==> src/hw/rtl/assert_macros.svh <==
// assert_macros.svh: assertion macros used by the top level.
// Depends on nothing; include by bare file name.
`ifndef ASSERT_MACROS_SVH
`define ASSERT_MACROS_SVH

// Plain property check, sampled on the rising clock edge, off during reset
`define MBR_ASSERT(label, clk, rst_n, prop, msg) \
    label: assert property (@(posedge clk) disable iff (!rst_n) (prop)) \
        else $error(msg);

// Implication check: cons must hold in any cycle where ante holds
`define MBR_ASSERT_IMPL(label, clk, rst_n, ante, cons, msg) \
    label: assert property (@(posedge clk) disable iff (!rst_n) (ante) |-> (cons)) \
        else $error(msg);

`endif

==> src/hw/rtl/mbr_pkg.sv <==
// mbr_pkg: constants and types for the MBR partition table parser.
// Used by mbr_front, mbr_job_queue, mbr_back and the top level.
package mbr_pkg;

    // Sector layout
    localparam logic [8:0] TABLE_OFFSET = 9'd446;
    localparam logic [8:0] TABLE_END    = 9'd510;
    localparam logic [8:0] SIG_POS0     = 9'd510;
    localparam logic [8:0] SIG_POS1     = 9'd511;
    localparam logic [7:0] SIG_FIRST    = 8'h55;
    localparam logic [7:0] SIG_SECOND   = 8'hAA;

    // Table storage: 16 little-endian words, four per entry
    localparam int TBL_WORDS = 16;
    localparam int TBL_AW    = 4;

    // Word index inside one 16-byte entry
    localparam logic [1:0] WORD_TYPE  = 2'd1;
    localparam logic [1:0] WORD_START = 2'd2;
    localparam logic [1:0] WORD_LEN   = 2'd3;

    // Job queue between front and back
    localparam int QUEUE_DEPTH = 2;

    // Table word write from the front
    typedef struct packed {
        logic              we;
        logic [TBL_AW-1:0] addr;
        logic [31:0]       data;
    } tbl_wr_t;

    // Request pushed at the end of a sector
    typedef struct packed {
        logic push;
        logic sig_ok;
    } job_push_t;

    // Queue status seen by front and back
    typedef struct packed {
        logic empty;
        logic full;
        logic head_sig_ok;
    } q_stat_t;

    // One result item
    typedef struct packed {
        logic        signature_ok;
        logic        entry_valid;
        logic [2:0]  part_number;
        logic [1:0]  table_slot;
        logic [7:0]  part_type;
        logic [31:0] start_sector;
        logic [31:0] sector_count;
        logic        last;
    } result_t;

endpackage

==> src/hw/rtl/mbr_front.sv <==
// mbr_front: byte counter, table word assembly and signature check.
// Depends on mbr_pkg; feeds the table memory in mbr_back and mbr_job_queue.
module mbr_front
    import mbr_pkg::*;
(
    input  logic      clk,
    input  logic      rst_n,
    input  logic      start,
    input  logic [7:0] data_byte,
    input  logic      sector_start,
    input  q_stat_t   q_stat,
    output logic      busy,
    output tbl_wr_t   tbl_wr,
    output job_push_t job_push
);

    logic [8:0]  byte_count_reg, byte_count_next;
    logic        first_sig_reg, first_sig_next;
    logic [23:0] shift_reg, shift_next;

    logic        accept;
    logic [8:0]  pos;
    logic [8:0]  tbl_off;
    logic        in_table;

    assign busy   = q_stat.full;
    assign accept = start && !q_stat.full;

    // Byte position and table offset of the incoming byte
    assign pos      = sector_start ? 9'd0 : byte_count_reg;
    assign tbl_off  = pos - TABLE_OFFSET;
    assign in_table = (pos >= TABLE_OFFSET) && (pos < TABLE_END);

    // Next-state logic
    always_comb
    begin
        byte_count_next = byte_count_reg;
        first_sig_next  = first_sig_reg;
        shift_next      = shift_reg;
        tbl_wr.we       = 1'b0;
        tbl_wr.addr     = tbl_off[5:2];
        tbl_wr.data     = {data_byte, shift_reg};
        job_push.push   = 1'b0;
        job_push.sig_ok = first_sig_reg && (data_byte == SIG_SECOND);
        if (accept)
        begin
            byte_count_next = pos + 9'd1;
            if (in_table)
            begin
                // gather little-endian bytes, write on the fourth
                shift_next = {data_byte, shift_reg[23:8]};
                tbl_wr.we  = (tbl_off[1:0] == 2'd3);
            end
            else if (pos == SIG_POS0)
            begin
                first_sig_next = (data_byte == SIG_FIRST);
            end
            else if (pos == SIG_POS1)
            begin
                job_push.push = 1'b1;
            end
        end
    end

    // Control registers
    always_ff @(posedge clk or negedge rst_n)
    begin
        if (!rst_n)
        begin
            byte_count_reg <= 9'd0;
            first_sig_reg  <= 1'b0;
        end
        else
        begin
            byte_count_reg <= byte_count_next;
            first_sig_reg  <= first_sig_next;
        end
    end

    // Byte gather register, no reset needed
    always_ff @(posedge clk)
    begin
        shift_reg <= shift_next;
    end

endmodule

==> src/hw/rtl/mbr_job_queue.sv <==
// mbr_job_queue: two-entry FIFO of end-of-sector requests.
// Depends on mbr_pkg; sits between mbr_front and mbr_back.
module mbr_job_queue
    import mbr_pkg::*;
(
    input  logic      clk,
    input  logic      rst_n,
    input  job_push_t job_push,
    input  logic      pop,
    output q_stat_t   q_stat
);

    localparam int PW = $clog2(QUEUE_DEPTH);
    localparam int CW = $clog2(QUEUE_DEPTH + 1);

    logic [QUEUE_DEPTH-1:0] sig_reg;
    logic [PW-1:0]          wr_ptr_reg, wr_ptr_next;
    logic [PW-1:0]          rd_ptr_reg, rd_ptr_next;
    logic [CW-1:0]          count_reg, count_next;
    logic                   do_push, do_pop;

    assign q_stat.empty       = (count_reg == CW'(0));
    assign q_stat.full        = (count_reg == CW'(QUEUE_DEPTH));
    assign q_stat.head_sig_ok = sig_reg[rd_ptr_reg];

    assign do_push = job_push.push && !q_stat.full;
    assign do_pop  = pop && !q_stat.empty;

    // Pointer and count update
    always_comb
    begin
        wr_ptr_next = wr_ptr_reg;
        rd_ptr_next = rd_ptr_reg;
        count_next  = count_reg;
        if (do_push)
        begin
            wr_ptr_next = (wr_ptr_reg == PW'(QUEUE_DEPTH - 1)) ? PW'(0) : wr_ptr_reg + PW'(1);
        end
        if (do_pop)
        begin
            rd_ptr_next = (rd_ptr_reg == PW'(QUEUE_DEPTH - 1)) ? PW'(0) : rd_ptr_reg + PW'(1);
        end
        case ({do_push, do_pop})
            2'b10:   count_next = count_reg + CW'(1);
            2'b01:   count_next = count_reg - CW'(1);
            default: count_next = count_reg;
        endcase
    end

    always_ff @(posedge clk or negedge rst_n)
    begin
        if (!rst_n)
        begin
            wr_ptr_reg <= '0;
            rd_ptr_reg <= '0;
            count_reg  <= '0;
        end
        else
        begin
            wr_ptr_reg <= wr_ptr_next;
            rd_ptr_reg <= rd_ptr_next;
            count_reg  <= count_next;
        end
    end

    // Entry storage
    always_ff @(posedge clk)
    begin
        if (do_push)
        begin
            sig_reg[wr_ptr_reg] <= job_push.sig_ok;
        end
    end

endmodule

==> src/hw/rtl/mbr_back.sv <==
// mbr_back: table memory and the sequencer that walks the four entries.
// Depends on mbr_pkg; takes requests from mbr_job_queue, writes from mbr_front.
module mbr_back
    import mbr_pkg::*;
(
    input  logic    clk,
    input  logic    rst_n,
    input  tbl_wr_t tbl_wr,
    input  q_stat_t q_stat,
    output logic    pop,
    output logic    result_strobe,
    output result_t result
);

    localparam logic [1:0] ST_IDLE  = 2'd0;
    localparam logic [1:0] ST_FETCH = 2'd1;
    localparam logic [1:0] ST_FLUSH = 2'd2;

    logic [31:0]       tbl_mem [TBL_WORDS];
    logic [31:0]       rd_data_reg;
    logic [TBL_AW-1:0] rd_addr;

    logic [1:0]  state_reg, state_next;
    logic [1:0]  slot_reg, slot_next;
    logic [1:0]  step_reg, step_next;
    logic [2:0]  found_reg, found_next;
    logic        pend_valid_reg, pend_valid_next;
    logic        strobe_reg, strobe_next;
    logic [7:0]  type_reg, type_next;
    logic [31:0] start_reg, start_next;
    result_t     pend_reg, pend_next;
    result_t     out_reg, out_next;
    result_t     status_res;
    result_t     entry_res;
    logic        usable;

    assign result_strobe = strobe_reg;
    assign result        = out_reg;

    // Word address: step 0,1,2 fetch type, start and length words of the slot
    assign rd_addr = {slot_reg, step_reg + 2'd1};

    // Table memory: one write port from the front, one registered read port
    always_ff @(posedge clk)
    begin
        if (tbl_wr.we)
        begin
            tbl_mem[tbl_wr.addr] <= tbl_wr.data;
        end
        rd_data_reg <= tbl_mem[rd_addr];
    end

    // Candidate result once the length word is in
    assign usable = (type_reg != 8'd0) && (rd_data_reg != 32'd0);

    always_comb
    begin
        entry_res              = '0;
        entry_res.signature_ok = 1'b1;
        entry_res.entry_valid  = 1'b1;
        entry_res.part_number  = found_reg + 3'd1;
        entry_res.table_slot   = slot_reg;
        entry_res.part_type    = type_reg;
        entry_res.start_sector = start_reg;
        entry_res.sector_count = rd_data_reg;
        entry_res.last         = 1'b0;
    end

    // Sequencer; one usable entry is held back so the final one can carry last
    always_comb
    begin
        state_next      = state_reg;
        slot_next       = slot_reg;
        step_next       = step_reg;
        found_next      = found_reg;
        pend_valid_next = pend_valid_reg;
        strobe_next     = 1'b0;
        type_next       = type_reg;
        start_next      = start_reg;
        pend_next       = pend_reg;
        out_next        = out_reg;
        pop             = 1'b0;
        status_res      = '0;
        status_res.last = 1'b1;

        case (state_reg)
            ST_IDLE:
            begin
                if (!q_stat.empty)
                begin
                    pop = 1'b1;
                    if (q_stat.head_sig_ok)
                    begin
                        slot_next       = 2'd0;
                        step_next       = 2'd0;
                        found_next      = 3'd0;
                        pend_valid_next = 1'b0;
                        state_next      = ST_FETCH;
                    end
                    else
                    begin
                        // bad signature: lone status result
                        out_next    = status_res;
                        strobe_next = 1'b1;
                    end
                end
            end
            ST_FETCH:
            begin
                step_next = step_reg + 2'd1;
                if (step_reg == WORD_TYPE)
                begin
                    type_next = rd_data_reg[7:0];
                end
                else if (step_reg == WORD_START)
                begin
                    start_next = rd_data_reg;
                end
                else if (step_reg == WORD_LEN)
                begin
                    if (usable)
                    begin
                        if (pend_valid_reg)
                        begin
                            out_next    = pend_reg;
                            strobe_next = 1'b1;
                        end
                        pend_next       = entry_res;
                        pend_valid_next = 1'b1;
                        found_next      = found_reg + 3'd1;
                    end
                    if (slot_reg == 2'd3)
                    begin
                        state_next = ST_FLUSH;
                    end
                    else
                    begin
                        slot_next = slot_reg + 2'd1;
                    end
                end
            end
            ST_FLUSH:
            begin
                if (pend_valid_reg)
                begin
                    out_next      = pend_reg;
                    out_next.last = 1'b1;
                end
                else
                begin
                    // good signature but nothing usable
                    out_next              = status_res;
                    out_next.signature_ok = 1'b1;
                end
                strobe_next     = 1'b1;
                pend_valid_next = 1'b0;
                state_next      = ST_IDLE;
            end
            default:
            begin
                state_next = ST_IDLE;
            end
        endcase
    end

    // Control registers
    always_ff @(posedge clk or negedge rst_n)
    begin
        if (!rst_n)
        begin
            state_reg      <= ST_IDLE;
            slot_reg       <= 2'd0;
            step_reg       <= 2'd0;
            found_reg      <= 3'd0;
            pend_valid_reg <= 1'b0;
            strobe_reg     <= 1'b0;
        end
        else
        begin
            state_reg      <= state_next;
            slot_reg       <= slot_next;
            step_reg       <= step_next;
            found_reg      <= found_next;
            pend_valid_reg <= pend_valid_next;
            strobe_reg     <= strobe_next;
        end
    end

    // Payload registers
    always_ff @(posedge clk)
    begin
        type_reg  <= type_next;
        start_reg <= start_next;
        pend_reg  <= pend_next;
        out_reg   <= out_next;
    end

endmodule

==> src/hw/rtl/mbr_partition_table_parser.sv <==
// Top level of the MBR partition table parser: front, job queue and back.
// Depends on mbr_pkg, mbr_front, mbr_job_queue, mbr_back and assert_macros.svh.
//
// One sector byte is taken per cycle (start high, busy low). The front
// counts bytes, packs the table bytes at offsets 446..509 into sixteen
// 32-bit words and checks the 0x55 0xAA signature; on byte 511 it queues a
// request. The back walks the four entries over the table memory's single
// registered read port, fetching the type, start and length words of each
// entry in turn. Results appear one per cycle at most, each for one cycle
// with result_strobe high; they cannot be held off. busy rises only when
// the two-entry request queue is full, which a stream of 512-byte sectors
// never causes.
`include "assert_macros.svh"

module mbr_partition_table_parser
    import mbr_pkg::*;
(
    input  logic        clk,
    input  logic        rst_n,
    input  logic        start,
    output logic        busy,
    input  logic [7:0]  data_byte,
    input  logic        sector_start,
    output logic        result_strobe,
    output logic        signature_ok,
    output logic        entry_valid,
    output logic [2:0]  part_number,
    output logic [1:0]  table_slot,
    output logic [7:0]  part_type,
    output logic [31:0] start_sector,
    output logic [31:0] sector_count,
    output logic        last
);

    tbl_wr_t   tbl_wr;
    job_push_t job_push;
    q_stat_t   q_stat;
    logic      pop;
    result_t   result;

    mbr_front u_front (
        .clk          (clk),
        .rst_n        (rst_n),
        .start        (start),
        .data_byte    (data_byte),
        .sector_start (sector_start),
        .q_stat       (q_stat),
        .busy         (busy),
        .tbl_wr       (tbl_wr),
        .job_push     (job_push)
    );

    mbr_job_queue u_queue (
        .clk      (clk),
        .rst_n    (rst_n),
        .job_push (job_push),
        .pop      (pop),
        .q_stat   (q_stat)
    );

    mbr_back u_back (
        .clk           (clk),
        .rst_n         (rst_n),
        .tbl_wr        (tbl_wr),
        .q_stat        (q_stat),
        .pop           (pop),
        .result_strobe (result_strobe),
        .result        (result)
    );

    assign signature_ok = result.signature_ok;
    assign entry_valid  = result.entry_valid;
    assign part_number  = result.part_number;
    assign table_slot   = result.table_slot;
    assign part_type    = result.part_type;
    assign start_sector = result.start_sector;
    assign sector_count = result.sector_count;
    assign last         = result.last;

    // Checks
    `MBR_ASSERT_IMPL(a_no_push_when_full, clk, rst_n, job_push.push, !q_stat.full,
        "request pushed into a full queue")
    `MBR_ASSERT_IMPL(a_entry_needs_sig, clk, rst_n, result_strobe && entry_valid,
        signature_ok, "partition result without a good signature")
    `MBR_ASSERT_IMPL(a_status_is_last, clk, rst_n, result_strobe && !entry_valid,
        last && (part_number == 3'd0), "status result not final or numbered")
    `MBR_ASSERT(a_number_matches_valid, clk, rst_n,
        !result_strobe || (entry_valid == (part_number != 3'd0)), "part number mismatch")

endmodule
==> config.mk <==
export PLATFORM = sky130hd
export DESIGN_NAME = mbr_partition_table_parser
export DESIGN_NICKNAME = d
export VERILOG_FILES = /design/src/hw/rtl/mbr_pkg.sv /design/src/hw/rtl/mbr_front.sv /design/src/hw/rtl/mbr_job_queue.sv /design/src/hw/rtl/mbr_back.sv /design/src/hw/rtl/mbr_partition_table_parser.sv
export VERILOG_INCLUDE_DIRS = /design/src /design/src/hw/rtl
export SDC_FILE = /design/constraint.sdc
export NUM_CORES = 1
export LEC_CHECK = 0
export ABC_AREA = 1
export ABC_CLOCK_PERIOD_IN_PS = 8100
export BUFFER_PORTS_ARGS = -buffer_cell sky130_fd_sc_hd__clkbuf_2
export CAP_MARGIN = 25
export CELL_PAD_IN_SITES_DETAIL_PLACEMENT = 1
export CELL_PAD_IN_SITES_GLOBAL_PLACEMENT = 1
export CORE_MARGIN = 5
export CORE_UTILIZATION = 52
export CTS_CLUSTER_SIZE = 20
export DETAILED_ROUTE_END_ITERATION = 6
export MAX_ROUTING_LAYER = met4
export PLACE_DENSITY_LB_ADDON = 0.1
export RECOVER_POWER = 50
export SETUP_SLACK_MARGIN = 0.4
export SLEW_MARGIN = 20
export SYNTH_ARGS = -nofsm -noshare
export SYNTH_HDL_FRONTEND = slang
export SYNTH_SLANG_ARGS = --single-unit
==> constraint.sdc <==
create_clock -name clk -period 8.1 [get_ports clk]
set_clock_uncertainty 0.15 [all_clocks]
set_input_delay 2.43 -clock clk [delete_from_list [all_inputs] [get_ports clk]]
set_output_delay 2.43 -clock clk [all_outputs]
set_load 0.01 [all_outputs]
Word-level counts from Yosys, hierarchy flattened
Memory sizes are Yosys's and may differ from the RTL's. A register that Yosys moved wholly into a read port is not among the register bits.
Index checks and enable logic that the tools add are counted.
- memories kept: 1
- RAM bits: 512
- flip-flop bits (word level): 248
- latch bits: 0
- ROM bits: 0
- input port bits: 12
- output and inout port bits: 82
- equality and inequality tests: 24
- divide/modulo/power cells: 0
- multipliers: 0
- magnitude comparators: 5
- shift-type cells: 0
- bitwise gates (word level): 3
- muxes and demuxes: 65
- $add $sub $neg: 9
- reductions and logical operators: 27
- memories (name ; words ; width ; read ports ; clocked after Yosys merged registers in ; write ports ; line ; text):
    u_back.tbl_mem ; 16 ; 32 ; 1 ; 1 ; 1 ; mbr_back.sv:19 ; logic [31:0] tbl_mem [TBL_WORDS];
- operator list (operator ; number):
    $mux 80 ; 7
    $pmux 80 s3 ; 1
    $mux 79 ; 1
    $reduce_bool 32->1 ; 1
    $mux 1 ; 28
    $mux 2 ; 12
    $reduce_and 7->1 ; 3
    $eq 9x9->1 const B ; 2
    $mux 3 ; 6
    $pmux 2 s2 ; 4
    $eq 2x2->1 const B ; 7
    $ne 2x2->1 const B ; 6
    $add 9x1->9 const B ; 1
    $ge 9x9->1 const B ; 1
    $lt 9x9->1 const B ; 1
    $mux 9 ; 1
    $reduce_and 3->1 ; 3
    $eq 8x7->1 const B ; 1
    $eq 8x8->1 const B ; 1
    $ne 2x1->1 const B ; 4
    $reduce_and 8->1 ; 1
    $reduce_bool 8->1 ; 1
    $logic_and 1x1->1 ; 7
    $add 2x1->2 const B ; 3
    19 further kinds ; 30

Depth between registers and ports, before layout
Gate-level depths: netlist (run 1).
- depth in word-level cells: 9
- gate-level depth with buffers: 14

Hierarchy
Synthesis (run 1) repeated with hierarchy kept, for this count alone.
- cells, all modules: 2147
- area total of the unflattened synthesis: 30320.3 µm²
- by module, submodules not included (module ; times used ; sequential area each (µm²) ; cells an instance ; area an instance (µm²)):
    mbr_back ; 1 ; 22206.3 ; 1976 ; 28404.7
    mbr_front ; 1 ; 970.9 ; 133 ; 1609.0
    mbr_job_queue ; 1 ; 160.2 ; 38 ; 306.5

Worst setup path before layout (run 1)
OpenSTA, ideal clock, no wires.
- path type: register -> register
- start point: register u_back.step_reg[0]
- end point: register u_back.pend_reg[10] in the netlist's numbering, enable pin
- data required time: 7437 ps
- path buffers: 6
- arrival: 5145 ps
- setup slack: 2292 ps
- stages on the path, launching flop included: 11
- clock period less this slack: 5808 ps
- cells stage by stage: dfrtp_1 > buf_4 > inv_2 > buf_2 > buf_2 > ha_1 > buf_2 > buf_2 > buf_1 > nand4_1 > nor2_1
- longest elaborated chain between the ends: 3
- elaborated cells on any way between the ends: 6
- RTL lines (what ; line ; text):
    start: declaration ; mbr_back.sv:25 ; logic [1:0] step_reg, step_next;
    start signal: assignment ; mbr_back.sv:182 ; step_reg <= step_next;
    $eq 2x1->1 or $eq 2x2->1 (tied branches) ; mbr_back.sv:111, mbr_back.sv:115 ;
    $not 1->1 (no line) ; -- ;
    $reduce_and 5->1 (no line) * ; -- ;
    end signal: assignment ; mbr_back.sv:194 ; pend_reg <= pend_next;
    end: declaration ; mbr_back.sv:31 ; result_t pend_reg, pend_next;
Mark *: on every way between the ends. The rest lies on a longest branch, timed or not.
A chain may end at the register's enable or synchronous reset.

Worst setup path after layout (run 1)
- start point: register u_back.step_reg[0]
- end point: register u_back.rd_data_reg[2] (read register of u_back.tbl_mem)
- longest elaborated chain between the ends: 1
- RTL lines (what ; line ; text):
    $add 2x1->2 ; mbr_back.sv:41 ; assign rd_addr = {slot_reg, step_reg + 2'd1};
    end: declaration ; mbr_back.sv:20 ; logic [31:0] rd_data_reg;
No other way between the ends.

==> results.cfg, run 1 <==
[place]
place_congestion = 0.788
placed_cell_area_sq_mm = 0.0314
io_buffers = 93
dp_hpwl_um = 41000

[power_and_ir_drop]
combPwrFrac_pct = 0.4
switchingPower_mw = 1.56
pwr_density_cell_mw_per_mm2 = 239
clockPowerShare_pct = 45.2
pwr-share-seq_pct = 54.4
swShare_pct = 19.3
p_leak_nw = 11.5
peakVddDrop_mv = 0.241
power_mw = 8.12
p_int_mw = 6.55

[grt]
grt_use_total_pct = 23.2
grt_first_pass_wirelength_um = 109000
grt_pass1_vias = 18287
antenna_found_initial = 2
grt_max_degree = 191
grt_remaining_overflow = 0

[clock_network]
clock_sinks = 792
cts_hold_buf = 0
cts_buffer_depth = 3
cts_setup_buffers = 0
cts_root_buf = clkbuf_16
cts_resized = 0
clkTransAtPathRegs_ps = 60
tritoncts = done
numCtsBuffers = 81
insertion_delay_ps = 630
h-tree-depth = 3

[synthesis]
ys_ff_latch = 792
synth_most_common_cell = edfxtp_1
avgSynthCellArea_sq_um = 14.0
synth_cell_types = 33
synth.top_cells.by_count = 735 x edfxtp_1, 455 x nor2_1, 215 x o21ai_0
netlist_area_sq_mm = 0.0298
synth_area_leaders = edfxtp_1 74%, nor2_1 5.7%, o21ai_0 3.6%
synth_nets = 2152
syn-instance-count = 2124
yosys_warnings = 0
async_flop_share_pct = 3.16
synth_edf_count = 735
yosys.area.top_type = edfxtp_1
ys_seq_area_share_pct = 78.2
synth_top_area_share_pct = 74.0
ys.flop_type = edfxtp_1

[route]
drt-initial-drc-count = 1358
wl_um = 70700
first_pass_iters = 5
viasPerCell = 5.69
ant_nets = 0
vias = 17298
drc_errors = 0
routedWlPerCell_um = 23.3

[critical_path]
worstSetupStartpointType = register
critPathKind = register to register
arrival_ps = 6360
critPathCaptureType = register
required_ps = 8480
cp_max_fo = 140

[floorplan]
die_w_um = 250
die_area_sq_mm = 0.0623
die_h_um = 250
io-pin-count = 94
fp-row-count = 87
start_util_pct = 52.7
coreArea_sq_mm = 0.0566

[layout]
final_util_pct = 60.1
area_growth_pct = 14.0
final_layout_size_suffix_gt1_share_pct = 11.2
stdcell_area_sq_mm = 0.0340
largest_reg_flops = 512
final_nets = 2246

[timing]
setup_viol = 0
slew_viol_final = 309
slew_headroom_pct = -155
fmax_ghz = 0.167
period_needed_ps = 5990
tightest_slew_ps = 3830
rsz0062_at_grt = false
fin_tns_setup_ps = 0
fin_crit_sh_pct = 73.9
finalHoldViolations = 0

[run_status]
violations = capacitance limit, slew limit
status = finished, violations left

[run]
drv_cap = 6

[worst_hold_path]
hold_class = register to register
==> stage by stage <==
step	hold WS [ps]	instances	setup WS, ps
after floorplan	250	2124	2290
after global placement	252	2877	2450
after detailed placement	256	2889	2360
after CTS	266	3037	3020
after global routing	274	3040	1690
final	266	3041	2110
==> kinds of logic (layout without fill, tap and decap cells) <==
logic type	count (synthesis)	after routing	synth area share, %
buffers and inverters	238	397	3.21
other	0	2	0
adders and majority gates	16	16	0.671
AOI/OAI and AO/OA	406	406	8.05
DFF	792	792	78.2
muxes	35	35	1.17
xor gates and xnor gates	8	8	0.235
and+or+nand+nor	629	629	8.44
==> cells in the final DEF, fill, tap and decap left out, types with 4 or more instances in the layout <==
master,n
o21ai_1,48
o21ai_0,216
mux2i_1,35
nand4_1,9
nor2_4,19
inv_1,121
a21oi_1,11
clkinv_2,10
inv_2,4
bufinv_16,7
nand2_1,98
dfrtp_1,25
nand3_1,48
ha_1,15
xor2_1,5
o211ai_1,93
nand3_2,5
o221ai_1,35
inv_6,4
clkbuf_8,5
edfxtp_1,735
dfxtp_1,32
clkbuf_16,82
clkbuf_1,32
buf_4,10
clkbuf_2,83
nor2_1,437
buf_16,10
buf_12,6
clkinv_1,18
==> layout make-up <==
| class | count | area [sq um] |
|---|---|---|
| sequential | 792 | 23300 |
| fill | 5304 | 22600 |
| multi-input combinational | 1094 | 5690 |
| clock buffer | 105 | 2190 |
| tap | 756 | 946 |
| timing repair buffer | 123 | 938 |
| inverter | 126 | 478 |
| clock inverter | 43 | 419 |
| antenna | 2 | 5.00 |
==> worst paths after layout <==
| kind | from | endpoint | slack [ps] | cells after the start |
|---|---|---|---|---|
| worst min register to register | u_back.start_reg[22]$_DFFE_PP_ | u_back.pend_reg[55]$_DFFE_PP_ | 270 | 0 |
| worst max-delay path | u_back.step_reg[0]$_DFFE_PN0P_ | u_back.rd_data_reg[2]$_DFF_P_ | 2110 | 7 |
| worst max register to register | u_back.step_reg[0]$_DFFE_PN0P_ | u_back.rd_data_reg[2]$_DFF_P_ | 2110 | 7 |
| worst min-delay path | u_back.start_reg[22]$_DFFE_PP_ | u_back.pend_reg[55]$_DFFE_PP_ | 270 | 0 |
| max in group asynchronous | rst_n | u_queue.wr_ptr_reg$_DFFE_PN0P_ | 4800 | 1 |
| min in group asynchronous | rst_n | u_front.byte_count_reg[6]$_DFFE_PN0P_ | 2050 | 1 |
==> layer usage <==
layer / share of wire (%) / global-route usage [%] / vias up
met5: 0 / - / -
met4: 2.3 / 5.61 / 0
met3: 4.6 / 3.61 / 115
met2: 50 / 38.5 / 412
met1: 43 / 30.7 / 8899
li1: - / - / 7872
==> power by group through the flow <==
stage          Sequential (mW)  Combinational (mW)  Clock [mW]
3_5_place_dp              4.50              0.0329           0
5_1_grt                   4.41              0.0357        3.93
3_3_place_gp              4.50              0.0314           0
4_1_cts                   4.42              0.0330        3.73
6_report                  4.42              0.0320        3.67
2_1_floorplan             4.50             0.00992           0
==> critical path: stages (launching register included) <==
cell and delay, ps:
dfrtp_1 2140, inv_6 820, ha_4 930, buf_12 510, o21ai_0 260, o211ai_1 220
o211ai_1 320, nand2_1 340
(Power assumes the default switching activity.)
==> run 2: changes to the inputs <==
--- a/config.mk
+++ b/config.mk
@@ -7,13 +7,13 @@
 export NUM_CORES = 1
 export LEC_CHECK = 0
 export ABC_AREA = 1
-export ABC_CLOCK_PERIOD_IN_PS = 8100
+export ABC_CLOCK_PERIOD_IN_PS = 5380
 export BUFFER_PORTS_ARGS = -buffer_cell sky130_fd_sc_hd__clkbuf_2
 export CAP_MARGIN = 25
 export CELL_PAD_IN_SITES_DETAIL_PLACEMENT = 1
 export CELL_PAD_IN_SITES_GLOBAL_PLACEMENT = 1
 export CORE_MARGIN = 5
-export CORE_UTILIZATION = 52
+export CORE_UTILIZATION = 47
 export CTS_CLUSTER_SIZE = 20
 export DETAILED_ROUTE_END_ITERATION = 6
 export MAX_ROUTING_LAYER = met4
==> constraint.sdc (replaced) <==
create_clock -name clk -period 5.38 [get_ports clk]
set_clock_uncertainty 0.15 [all_clocks]
set_input_delay 1.614 -clock clk [delete_from_list [all_inputs] [get_ports clk]]
set_output_delay 1.614 -clock clk [all_outputs]
set_load 0.01 [all_outputs]
==> results.cfg, run 2 (synthesized netlist as in run 1, its figures left out) <==
[power_and_ir_drop]
pwr_density_cell_mw_per_mm2 = 354
peakVddDrop_mv = 0.220
p_leak_nw = 11.5
power_mw = 12.0

[clock_network]
clock_sinks = 792
cts_buffer_depth = 3
cts_resized = 0
tritoncts = done
clkTransAtPathRegs_ps = 60
h-tree-depth = 3
cts_setup_buffers = 0
cts_root_buf = clkbuf_16
insertion_delay_ps = 610
cts_hold_buf = 0
numCtsBuffers = 82

[timing]
fin_crit_sh_pct = 84.9
fmax_ghz = 0.219
period_needed_ps = 4570
slew_viol_final = 335
finalHoldViolations = 0
setup_viol = 0
slew_headroom_pct = -67.5
whs_ps = 265
fin_tns_setup_ps = 0
tightest_slew_ps = 2510
rsz0062_at_grt = false

[layout]
final_common_cell = edfxtp_1
layout_common_cells = 735 x edfxtp_1, 438 x nor2_1, 216 x o21ai_0, 120 x inv_1, 99 x nand2_1
largest_reg_flops = 512
final_layout_size_suffix_gt1_share_pct = 11.8
final_nets = 2265
area_growth_pct = 13.7

[critical_path]
critPathCaptureType = register
required_ps = 5660
cp_max_fo = 35
worstSetupStartpointType = register
critPathKind = register to register
arrival_ps = 4850

[route]
routedWlPerCell_um = 23.4
first_pass_iters = 5
vias = 17217
drt-initial-drc-count = 1405
viasPerCell = 5.47
drc_errors = 0
ant_nets = 0
wl_um = 73600

[run]
drv_cap = 6

[worst_hold_path]
hold_class = register to register

[floorplan]
die_area_sq_mm = 0.0686
start_util_pct = 47.4
die_h_um = 262
fp-row-count = 92
coreArea_sq_mm = 0.0630
io-pin-count = 94
die_w_um = 262

[run_status]
status = finished, violations left
violations = capacitance limit, slew limit

[grt]
grt_pass1_vias = 17928
grt_use_total_pct = 22.1
grt_first_pass_wirelength_um = 111000
grt_remaining_overflow = 0
grt_max_degree = 183
antenna_found_initial = 3

[place]
place_congestion = 0.811
io_buffers = 93
dp_hpwl_um = 43500
[run 2: worst max-delay path: stages, from the launching register on]
cell and delay [ps]:
dfrtp_1 320, clkbuf_1 1770, inv_1 1070, buf_4 520, o211ai_1 290, nand2_1 260
[run 2: final timing paths]
kind	startpoint	to	slack (ps)	depth (start not counted)
min in group asynchronous	rst_n	u_back.state_reg[0]$_DFFE_PN0P_	1210	1
max in group asynchronous	rst_n	u_back.step_reg[0]$_DFFE_PN0P_	2800	1
min reg2reg	u_back.start_reg[10]$_DFFE_PP_	u_back.pend_reg[43]$_DFFE_PP_	260	0
max reg2reg	u_back.slot_reg[1]$_DFFE_PN0P_	u_back.rd_data_reg[6]$_DFF_P_	810	5
min	u_back.start_reg[10]$_DFFE_PP_	u_back.pend_reg[43]$_DFFE_PP_	260	0
max	u_back.slot_reg[1]$_DFFE_PN0P_	u_back.rd_data_reg[6]$_DFF_P_	810	5
[run 2: metal layers]
layer  GRT usage, %  vias to the layer above  wire length, um
met4           7.09                        0             2060
met1           29.2                     8800            31600
li1               -                     7905                -
met3           3.39                      114             3660
met5              -                        -                0
met2           35.9                      398            36300
[run 2: metrics by stage]
step | worst slack [ps] | std cells | util [%] | area [sq um]
floorplan | 590 | 2124 | - | 29800
global placement | 854 | 2999 | 50.0 | 31500
detailed placement | 748 | 2999 | 50.0 | 31500
CTS | 1400 | 3147 | 54.0 | 34000
global route | 724 | 3147 | 53.9 | 33900
finish | 810 | 3148 | 53.9 | 33900
[run 2: area by class of cell]
class / count / area, sq um
antenna: 1 / 2.50
multi-input combinational: 1094 / 5680
inverter: 126 / 478
clock buffer: 108 / 2290
tap: 846 / 1060
fill: 6109 / 29000
sequential: 792 / 23300
timing repair buffer: 141 / 865
clock inverter: 40 / 218
[run 2: where the power goes]
| part | internal, mW | switching [mW] |
|---|---|---|
| Sequential | 6.65 | 0.00289 |
| Clock | 3.04 | 2.27 |
| Combinational | 0.00730 | 0.0430 |
| Total | 9.69 | 2.32 |
==> run 3: changes to the inputs <==
--- a/config.mk
+++ b/config.mk
@@ -7,13 +7,13 @@
 export NUM_CORES = 1
 export LEC_CHECK = 0
 export ABC_AREA = 1
-export ABC_CLOCK_PERIOD_IN_PS = 5380
+export ABC_CLOCK_PERIOD_IN_PS = 4700
 export BUFFER_PORTS_ARGS = -buffer_cell sky130_fd_sc_hd__clkbuf_2
 export CAP_MARGIN = 25
 export CELL_PAD_IN_SITES_DETAIL_PLACEMENT = 1
 export CELL_PAD_IN_SITES_GLOBAL_PLACEMENT = 1
 export CORE_MARGIN = 5
-export CORE_UTILIZATION = 47
+export CORE_UTILIZATION = 52
 export CTS_CLUSTER_SIZE = 20
 export DETAILED_ROUTE_END_ITERATION = 6
 export MAX_ROUTING_LAYER = met4
==> constraint.sdc (replaced) <==
create_clock -name clk -period 4.7 [get_ports clk]
set_clock_uncertainty 0.15 [all_clocks]
set_input_delay 1.41 -clock clk [delete_from_list [all_inputs] [get_ports clk]]
set_output_delay 1.41 -clock clk [all_outputs]
set_load 0.01 [all_outputs]
==> results.cfg, run 3 (synthesized netlist as in run 1, its figures left out) <==
[run_status]
status = finished, violations left
violations = capacitance limit, slew limit

[route]
drt-initial-drc-count = 1420
first_pass_iters = 5
ant_nets = 0
vias = 17248
wl_met1_um = 29900
routedWlPerCell_um = 22.9
viasPerCell = 5.66
wl_met3_um = 3720
route.met2.wl_um = 35000
wl_um = 69800
drc_errors = 0
top_layer_used = met4

[power_and_ir_drop]
swShare_pct = 18.7
p_leak_nw = 11.4
combPwrFrac_pct = 0.4
switchingPower_mw = 2.59
clockPowerShare_pct = 44.5
p_int_mw = 11.2
peakVddDrop_mv = 0.379
pwr-share-seq_pct = 55.1
pwr_density_cell_mw_per_mm2 = 407

[critical_path]
crit_slowest_cell = clkbuf_1
cp_max_fo = 50
worstSetupStartpointType = register
max_stage_delay_ps = 1800
path_delay_family = buffers and inverters
r2r_start = u_back.slot_reg[0]$_DFFE_PN0P_
critPathCaptureType = register
path_common_cell = o211ai_1
worstRegToRegCells = 5
cp.depth = 5
critPathKind = register to register
crit_buf_inv = 2
required_ps = 5000
arrival_ps = 4290
r2r_end = u_back.rd_data_reg[2]$_DFF_P_
reg2reg_slack_ps = 720
path_cells = clkbuf_1, buf_4, o211ai_1, o211ai_1, nand2_1

[layout]
largest_reg_flops = 512
n_antenna_cell = 0
area_growth_pct = 13.8
final_common_cell = edfxtp_1
stdcell_area_sq_mm = 0.0340
layout_common_cells = 735 x edfxtp_1, 437 x nor2_1, 216 x o21ai_0, 121 x inv_1, 110 x clkbuf_1
final_nets = 2260
final_layout_size_suffix_gt1_share_pct = 8.16

[grt]
grt_remaining_overflow = 0
grt_max_degree = 135
grt_first_pass_wirelength_um = 108000
grt_pass1_vias = 18526
antenna_found_initial = 3
grt_use_total_pct = 23.0

[timing]
setup_viol = 0
tightest_slew_ps = 2550
fin_ws_ps = 717
slew_viol_final = 151
fin_crit_sh_pct = 84.8
finalHoldViolations = 0
rsz0062_at_grt = false
slew_headroom_pct = -69.9
fin_tns_setup_ps = 0
period_needed_ps = 3980
fmax_ghz = 0.251
whs_ps = 267

[clock_network]
cts_setup_buffers = 0
numCtsBuffers = 81
cts_hold_buf = 0
tritoncts = done
cts_buffer_depth = 3
h-tree-depth = 3
cts_root_buf = clkbuf_16
cts_resized = 0
clock_sinks = 792
insertion_delay_ps = 610
clkTransAtPathRegs_ps = 60

[worst_hold_path]
hold_depth = 0
min_to = u_back.pend_reg[58]$_DFFE_PP_
worstHoldStart = u_back.start_reg[25]$_DFFE_PP_
hold_class = register to register

[place]
place_congestion = 0.813
dp_hpwl_um = 41000
dpl_worst_slack_ps = 546
placed_cell_area_sq_mm = 0.0316
io_buffers = 93

[floorplan]
io-pin-count = 94
die_w_um = 250
die_area_sq_mm = 0.0623
fp-row-count = 87
start_util_pct = 52.7
coreArea_sq_mm = 0.0566
die_h_um = 250

[run]
drv_cap = 4
## run 3: final cells by class
cell class / instances / area, sq um
flip-flops and latches: 792 / 23300
fillers: 5365 / 22600
multi-input cells: 1094 / 5690
clock buffers: 102 / 2190
repair buffers: 137 / 975
well taps: 756 / 946
inverters: 126 / 478
clock inverters: 42 / 347
## run 3: worst max path at each step
stage                                         from                         endpoint  slack, ps
floorplan                             sector_start   u_back.tbl_mem[0][0]$_DFFE_PP_        110
global placement                      sector_start   u_back.tbl_mem[6][1]$_DFFE_PP_        720
detailed placement                    sector_start   u_back.tbl_mem[9][8]$_DFFE_PP_        550
CTS                                   sector_start  u_back.tbl_mem[15][5]$_DFFE_PP_       1180
global route        u_back.slot_reg[0]$_DFFE_PN0P_   u_back.rd_data_reg[12]$_DFF_P_        510
finish              u_back.slot_reg[0]$_DFFE_PN0P_    u_back.rd_data_reg[2]$_DFF_P_        720
## run 3: power groups by stage
stage          clock network, mW  logic (mW)  registers [mW]
2_1_floorplan                  0      0.0171            7.76
3_3_place_gp                   0      0.0547            7.76
3_5_place_dp                   0      0.0571            7.76
4_1_cts                     6.29      0.0575            7.61
5_1_grt                     6.63      0.0611            7.61
6_report                    6.16      0.0551            7.61
## run 3: per-stage QoR
stage | util [%] | power [mW] | cells
2_1_floorplan | - | 7.78 | 2124
3_3_place_gp | 55.7 | 7.82 | 2905
3_5_place_dp | 55.7 | 7.82 | 2905
4_1_cts | 60.2 | 14.0 | 3049
5_1_grt | 60.0 | 14.3 | 3049
6_report | 60.0 | 13.8 | 3049
## run 3: routing by layer
metal	GRT usage, %	up-vias
met1	30.4	8805
met4	4.88	0
li1	-	7893
met5	-	-
met2	38.3	451
met3	3.83	99
